[config.mk]
export PLATFORM = sky130hd
export DESIGN_NAME = battery_filter_and_state_classifier_flat
export DESIGN_NICKNAME = d
export VERILOG_FILES = /design/src/design/bfsc_pkg.sv /design/src/design/bfsc_if.sv /design/src/design/bfsc_mac.sv /design/src/design/bfsc_div.sv /design/src/design/bfsc_core.sv /design/src/design/battery_filter_and_state_classifier.sv /design/src/flat_wrapper.sv
export SDC_FILE = /design/constraint.sdc
export NUM_CORES = 2
export LEC_CHECK = 0
export BUFFER_PORTS_ARGS = -buffer_cell sky130_fd_sc_hd__buf_2
export CAP_MARGIN = 20
export CORE_MARGIN = 1
export CORE_UTILIZATION = 40
export CTS_CLUSTER_DIAMETER = 80
export DETAILED_ROUTE_END_ITERATION = 12
export PLACE_DENSITY = 0.58
export SLEW_MARGIN = 0
export SYNTH_ARGS = -nofsm -noshare
export SYNTH_HDL_FRONTEND = slang
export SYNTH_SLANG_ARGS = --single-unit
[constraint.sdc]
create_clock -name i_clk -period 8.99 [get_ports i_clk]
set_clock_uncertainty 0.05 [all_clocks]
set_input_delay 0.4495 -clock i_clk [delete_from_list [all_inputs] [get_ports i_clk]]
set_output_delay 0.4495 -clock i_clk [all_outputs]
set_load 0.03 [all_outputs]
[src/design/bfsc_pkg.sv]
// Shared types, widths and constants of the battery filter and state classifier.
// No dependencies; every other design file imports this package.
package bfsc_pkg;

    // Field widths
    localparam int SMP_W    = 12;               // converter sample bits
    localparam int Q        = 8;                // fraction bits of the filters
    localparam int VAL_W    = SMP_W + Q;        // Q8 filtered value
    localparam int WIN_BITS = 3;                // log2 of window depth, at least 1
    localparam int WIN_DEPTH = 1 << WIN_BITS;
    localparam int SUM_W    = VAL_W + WIN_BITS; // running window sum
    localparam int ALPHA_W  = 9;
    localparam int PCT_W    = 7;
    localparam int ST_W     = 3;
    localparam int CNT_W    = 32;
    localparam int ACC_W    = ALPHA_W + VAL_W;  // multiply-accumulate width
    localparam int NUM_W    = VAL_W + PCT_W;    // percent dividend
    localparam int DIV_CNT_W = $clog2(PCT_W + 1);
    localparam int CFG_IDX_W = 3;

    // Arithmetic constants
    localparam logic [ALPHA_W-1:0] ONE_Q8    = ALPHA_W'(256);
    localparam logic [ACC_W-1:0]   HALF_Q8   = ACC_W'(128);
    localparam logic [ALPHA_W-1:0] PCT_SCALE = ALPHA_W'(100);
    localparam logic [PCT_W-1:0]   PCT_FULL  = PCT_W'(100);

    // Configuration reset values
    localparam logic [ALPHA_W-1:0] RST_ALPHA     = ALPHA_W'(64);
    localparam logic [VAL_W-1:0]   RST_EMPTY     = VAL_W'(0);
    localparam logic [VAL_W-1:0]   RST_FULL_LVL  = VAL_W'(1048320);
    localparam logic [VAL_W-1:0]   RST_CHG_ON    = VAL_W'(0);
    localparam logic [VAL_W-1:0]   RST_CHG_HYS   = VAL_W'(2560);
    localparam logic [PCT_W-1:0]   RST_FULL_PCT  = PCT_W'(95);
    localparam logic [PCT_W-1:0]   RST_LOW_PCT   = PCT_W'(20);
    localparam logic [PCT_W-1:0]   RST_CRIT_PCT  = PCT_W'(10);

    // Configuration register indexes
    typedef enum logic [CFG_IDX_W-1:0] {
        CFG_ALPHA     = 3'd0,
        CFG_EMPTY     = 3'd1,
        CFG_FULL_LVL  = 3'd2,
        CFG_CHG_ON    = 3'd3,
        CFG_CHG_HYS   = 3'd4,
        CFG_FULL_PCT  = 3'd5,
        CFG_LOW_PCT   = 3'd6,
        CFG_CRIT_PCT  = 3'd7
    } t_cfg_idx;

    // Battery classes
    typedef enum logic [ST_W-1:0] {
        BST_OK       = 3'd0,
        BST_LOW      = 3'd1,
        BST_CRITICAL = 3'd2,
        BST_CHARGING = 3'd3,
        BST_FULL     = 3'd4
    } t_bstate;

    // Shared multiply-accumulate operations
    typedef enum logic [1:0] {
        MAC_HOLD = 2'd0,
        MAC_LOAD = 2'd1,
        MAC_ACC  = 2'd2
    } t_mac_op;

    typedef struct packed {
        logic [ALPHA_W-1:0] ema_alpha;
        logic [VAL_W-1:0]   volt_empty_level;
        logic [VAL_W-1:0]   volt_full_level;
        logic [VAL_W-1:0]   charge_on_level;
        logic [VAL_W-1:0]   charge_hysteresis;
        logic [PCT_W-1:0]   full_percent;
        logic [PCT_W-1:0]   low_percent;
        logic [PCT_W-1:0]   critical_percent;
    } t_cfg;

    typedef struct packed {
        logic [SMP_W-1:0] volt_sample;
        logic [SMP_W-1:0] curr_sample;
        logic             charger_present;
    } t_item;

    typedef struct packed {
        logic [VAL_W-1:0] filtered_voltage;
        logic [VAL_W-1:0] filtered_current;
        logic [PCT_W-1:0] charge_percent;
        logic             is_charging;
        logic [ST_W-1:0]  battery_state;
        logic             state_changed;
        logic [CNT_W-1:0] tick_count;
    } t_result;

    typedef struct packed {
        t_mac_op            op;
        logic [ALPHA_W-1:0] a;
        logic [VAL_W-1:0]   b;
        logic [ACC_W-1:0]   c;
    } t_mac_req;

    typedef struct packed {
        logic             start;
        logic [NUM_W-1:0] num;
        logic [VAL_W-1:0] den;
    } t_div_req;

    typedef struct packed {
        logic             done;
        logic [PCT_W-1:0] quo;
    } t_div_rsp;

endpackage

[src/design/bfsc_if.sv]
// Valid/ready channel interfaces for tick inputs and classifier results.
// Depends on bfsc_pkg.
interface bfsc_in_if
    import bfsc_pkg::*;
();
    logic             valid;
    logic             ready;
    logic [SMP_W-1:0] volt_sample;
    logic [SMP_W-1:0] curr_sample;
    logic             charger_present;

    modport source (output valid, output volt_sample, output curr_sample,
                    output charger_present, input ready);
    modport sink   (input valid, input volt_sample, input curr_sample,
                    input charger_present, output ready);
endinterface

interface bfsc_out_if
    import bfsc_pkg::*;
();
    logic             valid;
    logic             ready;
    logic [VAL_W-1:0] filtered_voltage;
    logic [VAL_W-1:0] filtered_current;
    logic [PCT_W-1:0] charge_percent;
    logic             is_charging;
    logic [ST_W-1:0]  battery_state;
    logic             state_changed;
    logic [CNT_W-1:0] tick_count;

    modport source (output valid, output filtered_voltage, output filtered_current,
                    output charge_percent, output is_charging, output battery_state,
                    output state_changed, output tick_count, input ready);
    modport sink   (input valid, input filtered_voltage, input filtered_current,
                    input charge_percent, input is_charging, input battery_state,
                    input state_changed, input tick_count, output ready);
endinterface

[src/design/bfsc_mac.sv]
// Shared multiply-accumulate unit: one 9x20 multiplier feeding an accumulator.
// Depends on bfsc_pkg.
module bfsc_mac
    import bfsc_pkg::*;
(
    input  logic             i_clk,
    input  t_mac_req         i_req,
    output logic [ACC_W-1:0] o_acc
);

    logic [ACC_W-1:0] r_acc;
    logic [ACC_W-1:0] w_prod;

    // Product, zero-extended to accumulator width
    assign w_prod = {{VAL_W{1'b0}}, i_req.a} * {{ALPHA_W{1'b0}}, i_req.b};

    // Load starts a new sum, accumulate adds to it
    always_ff @(posedge i_clk) begin
        case (i_req.op)
            MAC_LOAD: r_acc <= w_prod + i_req.c;
            MAC_ACC:  r_acc <= r_acc + w_prod;
            default:  r_acc <= r_acc;
        endcase
    end

    assign o_acc = r_acc;

endmodule

[src/design/bfsc_div.sv]
// Restoring serial divider for the state-of-charge percent, one quotient bit a cycle.
// Depends on bfsc_pkg.
module bfsc_div
    import bfsc_pkg::*;
(
    input  logic     i_clk,
    input  logic     i_rst_n,
    input  t_div_req i_req,
    output t_div_rsp o_rsp
);

    logic [NUM_W-1:0]     r_rem;
    logic [NUM_W-1:0]     r_dsh;
    logic [PCT_W-1:0]     r_quo;
    logic [DIV_CNT_W-1:0] r_cnt;
    logic                 r_busy;
    logic                 r_done;
    logic                 w_ge;

    // Trial subtract of the shifted divisor
    assign w_ge = (r_rem >= r_dsh);

    always_ff @(posedge i_clk) begin
        if (!i_rst_n) begin
            r_busy <= 1'b0;
            r_done <= 1'b0;
            r_cnt  <= '0;
        end else begin
            r_done <= 1'b0;
            if (i_req.start) begin
                r_rem  <= i_req.num;
                r_dsh  <= NUM_W'({i_req.den, {(PCT_W-1){1'b0}}});
                r_quo  <= '0;
                r_cnt  <= DIV_CNT_W'(PCT_W);
                r_busy <= 1'b1;
            end else if (r_busy) begin
                if (w_ge) begin
                    r_rem <= r_rem - r_dsh;
                end
                r_quo <= {r_quo[PCT_W-2:0], w_ge};
                r_dsh <= r_dsh >> 1;
                r_cnt <= r_cnt - 1'b1;
                if (r_cnt == DIV_CNT_W'(1)) begin
                    r_busy <= 1'b0;
                    r_done <= 1'b1;
                end
            end
        end
    end

    assign o_rsp.done = r_done;
    assign o_rsp.quo  = r_quo;

endmodule

[src/design/bfsc_core.sv]
// Sequencer, filter state, window memories and classifier of the battery monitor.
// Depends on bfsc_pkg; drives the shared bfsc_mac and bfsc_div units.
module bfsc_core
    import bfsc_pkg::*;
(
    input  logic             i_clk,
    input  logic             i_rst_n,
    input  t_cfg             i_cfg,
    input  logic             i_in_valid,
    output logic             o_in_ready,
    input  t_item            i_item,
    output logic             o_out_valid,
    input  logic             i_out_ready,
    output t_result          o_result,
    output t_mac_req         o_mac_req,
    input  logic [ACC_W-1:0] i_mac_acc,
    output t_div_req         o_div_req,
    input  t_div_rsp         i_div_rsp
);

    typedef enum logic [3:0] {
        S_IDLE, S_SEED, S_EV1, S_EV2, S_EC1, S_EC2, S_WIN, S_PCT, S_DGO, S_DIV, S_CLASS
    } t_seq;

    t_seq                r_state;
    logic                r_seeded;
    logic                r_seed_item;
    logic                r_pin;
    logic [VAL_W-1:0]    r_xv;
    logic [VAL_W-1:0]    r_xc;
    logic [VAL_W-1:0]    r_avg_v;
    logic [VAL_W-1:0]    r_avg_c;
    logic [SUM_W-1:0]    r_sum_v;
    logic [SUM_W-1:0]    r_sum_c;
    logic [WIN_BITS-1:0] r_slot;
    logic [WIN_BITS-1:0] r_cnt;
    logic [VAL_W-1:0]    r_old_v;
    logic [VAL_W-1:0]    r_old_c;
    logic [VAL_W-1:0]    r_fv;
    logic [VAL_W-1:0]    r_fc;
    logic [PCT_W-1:0]    r_pct;
    logic                r_chg;
    t_bstate             r_prev;
    logic [CNT_W-1:0]    r_tick;
    logic                r_out_valid;
    t_result             r_result;

    logic [VAL_W-1:0]    r_mem_v [WIN_DEPTH];
    logic [VAL_W-1:0]    r_mem_c [WIN_DEPTH];

    logic                w_accept;
    logic                w_load;
    logic [WIN_BITS-1:0] w_nslot;
    logic [ALPHA_W-1:0]  w_alpha_sat;
    logic [ALPHA_W-1:0]  w_alpha_inv;
    logic [VAL_W-1:0]    w_ema;
    logic [SUM_W-1:0]    n_sum_v;
    logic [SUM_W-1:0]    n_sum_c;
    logic [VAL_W:0]      w_span;
    logic                w_pct_zero;
    logic                w_pct_full;
    logic [VAL_W:0]      w_chg_off;
    logic                w_chg_hys;
    logic                w_chg;
    t_bstate             w_st;
    logic [CNT_W-1:0]    w_tick;
    logic                w_mv_we;
    logic                w_mc_we;
    logic [WIN_BITS-1:0] w_mv_addr;
    logic [WIN_BITS-1:0] w_mc_addr;
    logic [VAL_W-1:0]    w_mv_data;
    logic [VAL_W-1:0]    w_mc_data;

    assign o_in_ready  = (r_state == S_IDLE);
    assign w_accept    = i_in_valid && o_in_ready;
    assign w_load      = (r_state == S_CLASS) && (!r_out_valid || i_out_ready);
    assign w_nslot     = r_slot + 1'b1;

    // Alpha saturates at 1.0
    assign w_alpha_sat = (i_cfg.ema_alpha > ONE_Q8) ? ONE_Q8 : i_cfg.ema_alpha;
    assign w_alpha_inv = ONE_Q8 - w_alpha_sat;
    assign w_ema       = i_mac_acc[Q+VAL_W-1:Q];

    // Running window sums: drop the overwritten slot, add the new average
    assign n_sum_v = r_sum_v - SUM_W'(r_old_v) + SUM_W'(w_ema);
    assign n_sum_c = r_sum_c - SUM_W'(r_old_c) + SUM_W'(w_ema);

    // Percent range checks
    assign w_span     = {1'b0, i_cfg.volt_full_level} - {1'b0, i_cfg.volt_empty_level};
    assign w_pct_zero = w_span[VAL_W] || (w_span == '0) || (r_fv <= i_cfg.volt_empty_level);
    assign w_pct_full = (r_fv >= i_cfg.volt_full_level);

    // Charging hysteresis, pin override; forced off on the seeding tick
    assign w_chg_off = {1'b0, i_cfg.charge_on_level} + {1'b0, i_cfg.charge_hysteresis};
    assign w_chg_hys = r_chg ? ({1'b0, r_fc} <= w_chg_off) : (r_fc <= i_cfg.charge_on_level);
    assign w_chg     = !r_seed_item && (w_chg_hys || r_pin);
    assign w_tick    = r_seed_item ? '0 : r_tick + 1'b1;

    // Classification
    always_comb begin
        if (r_seed_item) begin
            w_st = BST_OK;
        end else if (w_chg && (r_pct >= i_cfg.full_percent)) begin
            w_st = BST_FULL;
        end else if (w_chg) begin
            w_st = BST_CHARGING;
        end else if (r_pct < i_cfg.critical_percent) begin
            w_st = BST_CRITICAL;
        end else if (r_pct < i_cfg.low_percent) begin
            w_st = BST_LOW;
        end else begin
            w_st = BST_OK;
        end
    end

    // Shared unit requests
    always_comb begin
        o_mac_req.op = MAC_HOLD;
        o_mac_req.a  = '0;
        o_mac_req.b  = '0;
        o_mac_req.c  = '0;
        case (r_state)
            S_EV1: begin
                o_mac_req.op = MAC_LOAD;
                o_mac_req.a  = w_alpha_sat;
                o_mac_req.b  = r_xv;
                o_mac_req.c  = HALF_Q8;
            end
            S_EV2: begin
                o_mac_req.op = MAC_ACC;
                o_mac_req.a  = w_alpha_inv;
                o_mac_req.b  = r_avg_v;
            end
            S_EC1: begin
                o_mac_req.op = MAC_LOAD;
                o_mac_req.a  = w_alpha_sat;
                o_mac_req.b  = r_xc;
                o_mac_req.c  = HALF_Q8;
            end
            S_EC2: begin
                o_mac_req.op = MAC_ACC;
                o_mac_req.a  = w_alpha_inv;
                o_mac_req.b  = r_avg_c;
            end
            S_PCT: begin
                o_mac_req.op = MAC_LOAD;
                o_mac_req.a  = PCT_SCALE;
                o_mac_req.b  = r_fv - i_cfg.volt_empty_level;
            end
            default: begin
                o_mac_req.op = MAC_HOLD;
            end
        endcase
    end

    assign o_div_req.start = (r_state == S_DGO);
    assign o_div_req.num   = i_mac_acc[NUM_W-1:0];
    assign o_div_req.den   = w_span[VAL_W-1:0];

    // Window memory write ports: seeding sweep or the advanced slot
    assign w_mv_we   = (r_state == S_SEED) || (r_state == S_EC1);
    assign w_mc_we   = (r_state == S_SEED) || (r_state == S_WIN);
    assign w_mv_addr = (r_state == S_SEED) ? r_cnt : w_nslot;
    assign w_mc_addr = (r_state == S_SEED) ? r_cnt : w_nslot;
    assign w_mv_data = (r_state == S_SEED) ? r_xv : w_ema;
    assign w_mc_data = (r_state == S_SEED) ? r_xc : w_ema;

    always_ff @(posedge i_clk) begin
        if (w_mv_we) begin
            r_mem_v[w_mv_addr] <= w_mv_data;
        end
    end

    always_ff @(posedge i_clk) begin
        if (w_mc_we) begin
            r_mem_c[w_mc_addr] <= w_mc_data;
        end
    end

    // Registered read of the slot about to be overwritten
    always_ff @(posedge i_clk) begin
        if (r_state == S_EV1) begin
            r_old_v <= r_mem_v[w_nslot];
            r_old_c <= r_mem_c[w_nslot];
        end
    end

    // Sequencer
    always_ff @(posedge i_clk) begin
        if (!i_rst_n) begin
            r_state     <= S_IDLE;
            r_seeded    <= 1'b0;
            r_slot      <= '0;
            r_chg       <= 1'b0;
            r_prev      <= BST_OK;
            r_tick      <= '0;
            r_out_valid <= 1'b0;
        end else begin
            if (w_load) begin
                r_out_valid <= 1'b1;
            end else if (i_out_ready) begin
                r_out_valid <= 1'b0;
            end

            case (r_state)
                S_IDLE: begin
                    if (w_accept) begin
                        r_xv        <= {i_item.volt_sample, {Q{1'b0}}};
                        r_xc        <= {i_item.curr_sample, {Q{1'b0}}};
                        r_pin       <= i_item.charger_present;
                        r_seed_item <= !r_seeded;
                        r_cnt       <= '0;
                        r_state     <= r_seeded ? S_EV1 : S_SEED;
                    end
                end
                S_SEED: begin
                    r_cnt <= r_cnt + 1'b1;
                    if (r_cnt == WIN_BITS'(WIN_DEPTH - 1)) begin
                        r_avg_v  <= r_xv;
                        r_avg_c  <= r_xc;
                        r_sum_v  <= {r_xv, {WIN_BITS{1'b0}}};
                        r_sum_c  <= {r_xc, {WIN_BITS{1'b0}}};
                        r_slot   <= '0;
                        r_fv     <= r_xv;
                        r_fc     <= r_xc;
                        r_seeded <= 1'b1;
                        r_state  <= S_PCT;
                    end
                end
                S_EV1: begin
                    r_state <= S_EV2;
                end
                S_EV2: begin
                    r_state <= S_EC1;
                end
                S_EC1: begin
                    r_avg_v <= w_ema;
                    r_sum_v <= n_sum_v;
                    r_state <= S_EC2;
                end
                S_EC2: begin
                    r_state <= S_WIN;
                end
                S_WIN: begin
                    r_avg_c <= w_ema;
                    r_sum_c <= n_sum_c;
                    r_slot  <= w_nslot;
                    r_fv    <= r_sum_v[SUM_W-1:WIN_BITS];
                    r_fc    <= n_sum_c[SUM_W-1:WIN_BITS];
                    r_state <= S_PCT;
                end
                S_PCT: begin
                    if (w_pct_zero) begin
                        r_pct   <= '0;
                        r_state <= S_CLASS;
                    end else if (w_pct_full) begin
                        r_pct   <= PCT_FULL;
                        r_state <= S_CLASS;
                    end else begin
                        r_state <= S_DGO;
                    end
                end
                S_DGO: begin
                    r_state <= S_DIV;
                end
                S_DIV: begin
                    if (i_div_rsp.done) begin
                        r_pct   <= i_div_rsp.quo;
                        r_state <= S_CLASS;
                    end
                end
                S_CLASS: begin
                    if (w_load) begin
                        r_result.filtered_voltage <= r_fv;
                        r_result.filtered_current <= r_fc;
                        r_result.charge_percent   <= r_pct;
                        r_result.is_charging      <= w_chg;
                        r_result.battery_state    <= w_st;
                        r_result.state_changed    <= !r_seed_item && (w_st != r_prev);
                        r_result.tick_count       <= w_tick;
                        r_chg   <= w_chg;
                        r_prev  <= w_st;
                        r_tick  <= w_tick;
                        r_state <= S_IDLE;
                    end
                end
                default: begin
                    r_state <= S_IDLE;
                end
            endcase
        end
    end

    assign o_out_valid = r_out_valid;
    assign o_result    = r_result;

endmodule

[src/design/battery_filter_and_state_classifier.sv]
// Top level of the battery monitor: configuration registers, channels, shared units.
// Depends on bfsc_pkg, bfsc_if, bfsc_mac, bfsc_div and bfsc_core.
//
//  Channel   Direction  Transfer when          Carries
//  i_in_ch   sink       valid && ready         volt_sample, curr_sample, charger_present
//  o_out_ch  source     valid && ready         filtered levels, percent, class, tick count
//  i_cfg_*   write      i_cfg_we high          register index and data, no read-back
//
//  A normal tick runs from its transfer back to ready through idle, four filter steps,
//  window update, percent check and class, and also through the serial divider when the
//  percent needs it (start, the seven-bit quotient, hand-over).
//  The first tick after reset sweeps both 8-entry windows, one slot a cycle.
//  Input ready is high only while the sequencer waits for a tick; a result held in
//  the output register stalls the next one in its final step until it is taken.
//  Synchronous reset restores the register defaults and the unseeded state.
module battery_filter_and_state_classifier
    import bfsc_pkg::*;
(
    input  logic                 i_clk,
    input  logic                 i_rst_n,
    bfsc_in_if.sink              i_in_ch,
    bfsc_out_if.source           o_out_ch,
    input  logic                 i_cfg_we,
    input  logic [CFG_IDX_W-1:0] i_cfg_idx,
    input  logic [VAL_W-1:0]     i_cfg_data
);

    t_cfg             r_cfg;
    t_item            w_item;
    t_result          w_result;
    t_mac_req         w_mac_req;
    logic [ACC_W-1:0] w_mac_acc;
    t_div_req         w_div_req;
    t_div_rsp         w_div_rsp;
    logic             w_in_ready;
    logic             w_out_valid;

    // Configuration register file
    always_ff @(posedge i_clk) begin
        if (!i_rst_n) begin
            r_cfg.ema_alpha         <= RST_ALPHA;
            r_cfg.volt_empty_level  <= RST_EMPTY;
            r_cfg.volt_full_level   <= RST_FULL_LVL;
            r_cfg.charge_on_level   <= RST_CHG_ON;
            r_cfg.charge_hysteresis <= RST_CHG_HYS;
            r_cfg.full_percent      <= RST_FULL_PCT;
            r_cfg.low_percent       <= RST_LOW_PCT;
            r_cfg.critical_percent  <= RST_CRIT_PCT;
        end else if (i_cfg_we) begin
            case (t_cfg_idx'(i_cfg_idx))
                CFG_ALPHA:    r_cfg.ema_alpha         <= i_cfg_data[ALPHA_W-1:0];
                CFG_EMPTY:    r_cfg.volt_empty_level  <= i_cfg_data;
                CFG_FULL_LVL: r_cfg.volt_full_level   <= i_cfg_data;
                CFG_CHG_ON:   r_cfg.charge_on_level   <= i_cfg_data;
                CFG_CHG_HYS:  r_cfg.charge_hysteresis <= i_cfg_data;
                CFG_FULL_PCT: r_cfg.full_percent      <= i_cfg_data[PCT_W-1:0];
                CFG_LOW_PCT:  r_cfg.low_percent       <= i_cfg_data[PCT_W-1:0];
                CFG_CRIT_PCT: r_cfg.critical_percent  <= i_cfg_data[PCT_W-1:0];
                default: begin
                end
            endcase
        end
    end

    // Input channel unpacking
    assign w_item.volt_sample     = i_in_ch.volt_sample;
    assign w_item.curr_sample     = i_in_ch.curr_sample;
    assign w_item.charger_present = i_in_ch.charger_present;
    assign i_in_ch.ready          = w_in_ready;

    bfsc_core u_core (
        .i_clk       (i_clk),
        .i_rst_n     (i_rst_n),
        .i_cfg       (r_cfg),
        .i_in_valid  (i_in_ch.valid),
        .o_in_ready  (w_in_ready),
        .i_item      (w_item),
        .o_out_valid (w_out_valid),
        .i_out_ready (o_out_ch.ready),
        .o_result    (w_result),
        .o_mac_req   (w_mac_req),
        .i_mac_acc   (w_mac_acc),
        .o_div_req   (w_div_req),
        .i_div_rsp   (w_div_rsp)
    );

    bfsc_mac u_mac (
        .i_clk (i_clk),
        .i_req (w_mac_req),
        .o_acc (w_mac_acc)
    );

    bfsc_div u_div (
        .i_clk   (i_clk),
        .i_rst_n (i_rst_n),
        .i_req   (w_div_req),
        .o_rsp   (w_div_rsp)
    );

    // Output channel packing
    assign o_out_ch.valid            = w_out_valid;
    assign o_out_ch.filtered_voltage = w_result.filtered_voltage;
    assign o_out_ch.filtered_current = w_result.filtered_current;
    assign o_out_ch.charge_percent   = w_result.charge_percent;
    assign o_out_ch.is_charging      = w_result.is_charging;
    assign o_out_ch.battery_state    = w_result.battery_state;
    assign o_out_ch.state_changed    = w_result.state_changed;
    assign o_out_ch.tick_count       = w_result.tick_count;

endmodule

[src/flat_wrapper.sv]
// flat-port wrapper written by rule: the top's interface ports become plain ports
module battery_filter_and_state_classifier_flat import bfsc_pkg::*;
  (i_clk, i_rst_n, i_cfg_we, i_cfg_idx, i_cfg_data, i_in_ch_valid, i_in_ch_volt_sample, i_in_ch_curr_sample, i_in_ch_charger_present, i_in_ch_ready, o_out_ch_valid, o_out_ch_filtered_voltage, o_out_ch_filtered_current, o_out_ch_charge_percent, o_out_ch_is_charging, o_out_ch_battery_state, o_out_ch_state_changed, o_out_ch_tick_count, o_out_ch_ready);
  bfsc_in_if i_in_ch_i ();
  bfsc_out_if o_out_ch_i ();
  input  logic i_clk;
  input  logic i_rst_n;
  input  logic i_cfg_we;
  input  logic [CFG_IDX_W-1:0] i_cfg_idx;
  input  logic [VAL_W-1:0] i_cfg_data;
  input wire logic [$bits(i_in_ch_i.valid)-1:0] i_in_ch_valid;
  input wire logic [$bits(i_in_ch_i.volt_sample)-1:0] i_in_ch_volt_sample;
  input wire logic [$bits(i_in_ch_i.curr_sample)-1:0] i_in_ch_curr_sample;
  input wire logic [$bits(i_in_ch_i.charger_present)-1:0] i_in_ch_charger_present;
  output wire logic [$bits(i_in_ch_i.ready)-1:0] i_in_ch_ready;
  output wire logic [$bits(o_out_ch_i.valid)-1:0] o_out_ch_valid;
  output wire logic [$bits(o_out_ch_i.filtered_voltage)-1:0] o_out_ch_filtered_voltage;
  output wire logic [$bits(o_out_ch_i.filtered_current)-1:0] o_out_ch_filtered_current;
  output wire logic [$bits(o_out_ch_i.charge_percent)-1:0] o_out_ch_charge_percent;
  output wire logic [$bits(o_out_ch_i.is_charging)-1:0] o_out_ch_is_charging;
  output wire logic [$bits(o_out_ch_i.battery_state)-1:0] o_out_ch_battery_state;
  output wire logic [$bits(o_out_ch_i.state_changed)-1:0] o_out_ch_state_changed;
  output wire logic [$bits(o_out_ch_i.tick_count)-1:0] o_out_ch_tick_count;
  input wire logic [$bits(o_out_ch_i.ready)-1:0] o_out_ch_ready;
  assign i_in_ch_i.valid = i_in_ch_valid;
  assign i_in_ch_i.volt_sample = i_in_ch_volt_sample;
  assign i_in_ch_i.curr_sample = i_in_ch_curr_sample;
  assign i_in_ch_i.charger_present = i_in_ch_charger_present;
  assign i_in_ch_ready = i_in_ch_i.ready;
  assign o_out_ch_valid = o_out_ch_i.valid;
  assign o_out_ch_filtered_voltage = o_out_ch_i.filtered_voltage;
  assign o_out_ch_filtered_current = o_out_ch_i.filtered_current;
  assign o_out_ch_charge_percent = o_out_ch_i.charge_percent;
  assign o_out_ch_is_charging = o_out_ch_i.is_charging;
  assign o_out_ch_battery_state = o_out_ch_i.battery_state;
  assign o_out_ch_state_changed = o_out_ch_i.state_changed;
  assign o_out_ch_tick_count = o_out_ch_i.tick_count;
  assign o_out_ch_i.ready = o_out_ch_ready;
  battery_filter_and_state_classifier u_core (.i_clk(i_clk), .i_rst_n(i_rst_n), .i_in_ch(i_in_ch_i), .o_out_ch(o_out_ch_i), .i_cfg_we(i_cfg_we), .i_cfg_idx(i_cfg_idx), .i_cfg_data(i_cfg_data));
endmodule
# After elaboration in Yosys (flattened, before gate mapping)
# Memories as Yosys holds them, arrays and structs flattened. A register that Yosys moved wholly into a read port is not among the register bits.
# Index checks and enable logic that the tools add are counted.
# op_classes
n_addsub	15
n_mul	1
n_lt_le_gt_ge	9
n_eq_ne	27
n_mux	59
n_bitwise	2
reduce_logical	49
# op_table
op	count
$pmux 20 s2	4
$pmux 29 s5	1
$pmux 23 s2	2
$mux 27	3
$mux 20	4
$add 29x29->29	2
$pmux 29 s2	1
$mux 26	2
$add 23x20->23	2
$mux 23	2
$sub 23x20->23	2
$pmux 4 s11	1
$le 20x20->1	2
$add 32x1->32 const B	1
$mux 32	1
$mul 9x20->29	1
$mux 7	4
$ge 27x26->1	1
$sub 27x26->27	1
$reduce_and 2->1	12
$add 20x20->21	1
$le 20x21->1	1
$logic_not 21->1	1
$mux 3	7
41 further kinds	103
# word_totals
register_bits	495
ram_bits	320
input_bits	53
output_inout_bits	86
wordCells	206
memories	2
# memory_table
memory	words	width	read_ports	rd_ports_with_merged_regs	wr	line	rtl
u_core.u_core.r_mem_c	8	20	1	1	1	bfsc_core.sv:49	logic [VAL_W-1:0] r_mem_c [WIN_DEPTH];
u_core.u_core.r_mem_v	8	20	1	1	1	bfsc_core.sv:48	logic [VAL_W-1:0] r_mem_v [WIN_DEPTH];

# Longest topological paths before layout
# logic_depth
ltp_word	10
mapped_depth	42
mapped_depth_nobuf	42

# By module
# Synthesis repeated with hierarchy kept, for this count alone.
# unflattened
hier_cells	4433
area_unflattened_um2	49522.5
# modules_own_cells
mod	instances	cells_per_inst	area_per_inst_um2
bfsc_core	1	2644	32949.1
bfsc_mac	1	927	8184.1
bfsc_div	1	458	4230.3
battery_filter_and_state_classifier	1	404	4159.0

# Worst setup path after synthesis
# Ideal clock, no wire load.
# synth_path
kind	flip-flop to flip-flop
startpoint	reg u_core.u_core.r_state[2]
endpoint	reg u_core.u_mac.r_acc[27], in the netlist u_core.u_mac.o_acc[27], data pin
setup_time_ns	0.260
arrival_ns	8.597
required_ns	8.680
slack_ns	0.083
path_stages_with_launch	37
path_buffers	2
synth_period_minus_slack_ns	8.907
path_cell_list	dfxtp_1 clkbuf_1 nand2b_1 nor3_1 clkbuf_1 a22oi_1 nand2_1 a21oi_1 inv_1 nand2_1 fa_1 inv_1 fa_1 fa_1 inv_1 fa_1 inv_1 ha_1 a21oi_1 nand2_1 a21oi_1 o21ai_1 a221o_1 a2111oi_2 nor2_1 a21oi_1 xnor2_1 ha_1 nand4_1 nor3_1 o311ai_0 a31oi_1 nor4_1 or2_2 o21bai_1 a21oi_1 xor2_1
# synth_between
elab_chain_cells	5
# synth_lines
element	line	rtl
from (decl)	bfsc_core.sv:25	t_seq r_state;
from (signal assigned)	bfsc_core.sv:213	r_state <= r_seeded ? S_EV1 : S_SEED;
$eq 4x3->1 or $eq 4x2->1 (tied branches)	bfsc_core.sv:122	case (r_state)
$pmux 29 s5 (tied with other cells)	bfsc_core.sv:122	
$mul 9x20->29 (tied with other cells)	bfsc_mac.sv:15	assign w_prod = {{VAL_W{1'b0}}, i_req.a} * {{ALPHA_W{1'b0}}, i_req.b};
$add 29x29->29 (tied with other cells)	bfsc_mac.sv:21	MAC_ACC: r_acc <= r_acc + w_prod;
$pmux 29 s2 *	bfsc_mac.sv:19	case (i_req.op)
to (signal assigned)	bfsc_mac.sv:20	MAC_LOAD: r_acc <= w_prod + i_req.c;
to (signal assigned)	bfsc_mac.sv:21	
to (signal assigned)	bfsc_mac.sv:22	default: r_acc <= r_acc;
to (decl)	bfsc_mac.sv:11	logic [ACC_W-1:0] r_acc;
# Every way passes the cells marked *; elsewhere a longest branch is shown, timed or not.
# A chain may end at the register's enable or synchronous reset.

# Worst setup path after layout
# layout_path
startpoint	reg u_core.r_cfg[88] in the netlist's numbering
endpoint	reg u_core.u_mac.r_acc[27], in the netlist u_core.u_mac.o_acc[27], data pin
# layout_between
elab_chain_cells	5
# layout_lines
element	line	rtl
from (decl)	battery_filter_and_state_classifier.sv:28	t_cfg r_cfg;
$sub 20x20->20 *	bfsc_core.sv:148	o_mac_req.b = r_fv - i_cfg.volt_empty_level;
$pmux 29 s5 *	bfsc_core.sv:122	
$mul 9x20->29 *	bfsc_mac.sv:15	
$add 29x29->29 (on tied branches)	bfsc_mac.sv:21, bfsc_mac.sv:20	
$pmux 29 s2 *	bfsc_mac.sv:19	
# Marked as above.

==> impl_metrics.json <==
{
  "synthFlopType": "edfxtp_1",
  "drc_errors": 0,
  "post-route-util": 0.459,
  "ys_types": 84,
  "syn_inst": 4384,
  "boundaryPins": 139,
  "synth_edf_count": 674,
  "via_per_inst": 5.40,
  "io_buffer_count": 138,
  "yosysSeqAreaShare": 0.486,
  "p_leak_nw": 21.6,
  "cp-start-kind": "flop",
  "die_h_um": 349,
  "drt-initial-drc-count": 2892,
  "place_hpwl_um": 101000,
  "worstPathMaxFanout": 6,
  "clockRootBuffer": "clkbuf_16",
  "clock_latency_ns": 0.70,
  "slowest_stage": "fa_1",
  "numCtsBuffers": 95,
  "layout-drive-gt1-share": 0.130,
  "max_freq_mhz": 117,
  "cts_sinks": 834,
  "p_per_area_nw_per_um2": 248,
  "layout.nets": 5130,
  "tritoncts": "built",
  "final_common_cell": "edfxtp_1",
  "worst_pin_slew_ns": 1.03,
  "drv_slew": 0,
  "critPathArrivalTime_ns": 8.96,
  "core_um2": 120000,
  "async_flop_share": 0,
  "period_share": 0.952,
  "clkTransAtPathRegs_ns": 0.06,
  "syn_avg_cell_area_um2": 11.0,
  "antenna_found_initial": 2,
  "grt_usage": 0.226,
  "grt_pass1_vias": 32500,
  "crit_required_ns": 9.39,
  "vias": 34000,
  "drv_cap": 0,
  "hp-class": "input pin to flop",
  "overflow": 0,
  "avgRoutedWirePerCell_um": 22.1,
  "cp-end-kind": "flop",
  "synth-seq-cells": 834,
  "yosysWarnings": 0,
  "layout_common_cells": "edfxtp_1 (674), nand2_1 (589), inv_1 (463)",
  "netlist_area_um2": 48300,
  "num_rows": 127,
  "gp_congestion": 0.921,
  "crit_type": "flop to flop",
  "wl_um": 139000,
  "start_util": 0.403,
  "ff2ff_setup_slack_ns": 0.43,
  "cts_buffer_depth": 3,
  "ant_nets": 0,
  "h-tree-depth": 3,
  "placed_cell_area_um2": 51300,
  "firstDrtPassIters": 8,
  "slew_headroom": 0.315,
  "setup_viol": 0,
  "finalHoldViolCount": 0,
  "cpPeakStageDelay_ns": 0.55,
  "grt_max_degree": 117,
  "period_needed_ns": 8.56,
  "grt_pass1_wl_um": 206000,
  "hold_ws_ns": 0.0532,
  "die_area_um2": 122000,
  "die_x_um": 349,
  "stdcell_area_um2": 55000,
  "status": "finished clean",
  "final.fill_count": 11200,
  "peakVddDrop_v": 0.000147,
  "syn_nets": 4904,
  "synthToLayoutAreaGrowth_pct": 13.9
}
[critical path: cells and delay by family, from the launching register on]
kind	cells	cell delay (ns)
simple gates	9	1.38
xor+xnor	3	0.40
flops	1	0.33
compound gates	15	2.74
buf+inv	4	0.25
fa+ha+maj	7	3.15
[cells in the mapped netlist, drive strengths merged (24+ instances only)]
library cell / instances / share of area
xor2: 71 / 0.013
nand2b: 54 / 0.0070
dfxtp: 160 / 0.066
a21o: 94 / 0.015
nor2: 308 / 0.024
nand4: 30 / 0.0039
o211ai: 34 / 0.0053
mux4: 80 / 0.037
a21boi: 127 / 0.020
nor2b: 47 / 0.0061
and3: 28 / 0.0036
and2: 59 / 0.0076
nand3: 57 / 0.0059
nand2: 592 / 0.046
buf: 27 / 0.0028
o21bai: 25 / 0.0039
a211oi: 25 / 0.0043
clkbuf: 120 / 0.0095
xnor2: 94 / 0.017
a21oi: 186 / 0.019
edfxtp: 674 / 0.42
or3: 24 / 0.0032
ha: 296 / 0.077
nor3: 54 / 0.0057
a22oi: 31 / 0.0048
inv: 464 / 0.036
o21ai: 210 / 0.022
o21a: 31 / 0.0048
fa: 171 / 0.071
mux2: 44 / 0.010
[power by group]
group | internal (mW) | switching, mW | total [mW]
clock network | 2.29 | 1.65 | 3.94
logic | 1.48 | 2.94 | 4.43
registers | 5.02 | 0.255 | 5.28
[area by class of cell]
cell class | instances | area (um^2) | share of cell area
Timing Repair Buffer | 277 | 1850 | 0.0337
Sequential cell | 834 | 23400 | 0.427
Clock inverter | 43 | 453 | 0.00824
Clock buffer | 129 | 2680 | 0.0487
Antenna cell | 1 | 2.50 | 0.0000455
Inverter | 465 | 1750 | 0.0318
Tap cell | 1612 | 2020 | 0.0367
Multi-Input combinational cell | 2937 | 22800 | 0.414
[sequential cells by signal, indices dropped and copies added (netlist names), 4 cells and up]
signal,flops
u_core.u_core.r_mem_c,160
u_core.u_core.o_result,84
u_core.u_core.r_xc,12
u_core.u_div.r_quo,7
u_core.u_core.r_pct,7
u_core.u_core.r_sum_c,5
u_core.u_core.r_old_c,20
u_core.u_core.r_mem_v,160
u_core.u_core.r_state,4
u_core.u_core.r_fc,18
u_core.u_core.r_tick,32
u_core.u_div.r_rem,27
u_core.u_core.r_sum_v,23
u_core.u_core.r_xv,12
u_core.r_cfg,110
u_core.u_core.r_avg_c,20
u_core.u_div.r_dsh,26
u_core.u_core.r_old_v,20
u_core.u_core.r_fv,20
u_core.u_mac.o_acc,28
u_core.u_core.r_avg_v,20
[per-layer routing]
| layer | vias to the layer above | GRT usage | routed length, um |
|---|---|---|---|
| met2 | 1190 | 0.354 | 62900 |
| met4 | 0 | 0.0712 | 4500 |
| met1 | 16800 | 0.318 | 60600 |
| met3 | 204 | 0.0422 | 11000 |
| li1 | 15900 | - | - |
| met5 | - | 0 | 0 |
[final timing paths]
path / from / endpoint / cells after the start
worst max-delay path: u_core.r_cfg[88]$_SDFFE_PN0P_ / u_core.u_mac.o_acc[27]$_DFFE_PP_ / 38
worst min-delay path: i_cfg_data[12] / u_core.r_cfg[53]$_SDFFE_PN0P_ / 3
worst max register to register: u_core.r_cfg[88]$_SDFFE_PN0P_ / u_core.u_mac.o_acc[27]$_DFFE_PP_ / 38
worst min register to register: u_core.r_cfg[2]$_SDFFE_PN0P_ / u_core.r_cfg[2]$_SDFFE_PN0P_ / 2
[kinds of logic (layout without fill, tap and decap cells)]
kind of cell	count (synthesis)	in the layout	synth area share
buffers and inverters	613	914	0.0487
xor gates and xnor gates	166	166	0.0304
and+or+nand+nor	1306	1306	0.121
adders and majority gates	467	467	0.148
DFF	834	834	0.486
muxes	134	134	0.0497
other	0	1	0
AOI/OAI and AO/OA	864	864	0.117
[metrics by stage]
step / setup TNS [ns] / worst slack (ns) / power [mW] / cells
floorplan: 0 / 0.0831 / 8.00 / 4384
global placement: 0 / 0.0697 / 9.64 / 6084
detailed placement: -0.0116 / -0.0116 / 9.68 / 6085
CTS: 0 / 0.0460 / 13.6 / 6289
global route: -0.0000355 / -0.0000355 / 14.3 / 6297
finish: 0 / 0.427 / 13.6 / 6298
[timing repair]
item | 4_1_cts | 5_1_grt
hold endpoints to repair | 37 | 0
cloned | 0 | 0
pin swaps | 0 | 8
setup buffers | 0 | 3
gates resized for setup | 1 | 29
setup endpoints to repair | 1 | 7
hold buffers | 32 | 0
Power figures use the tool's default switching activity.
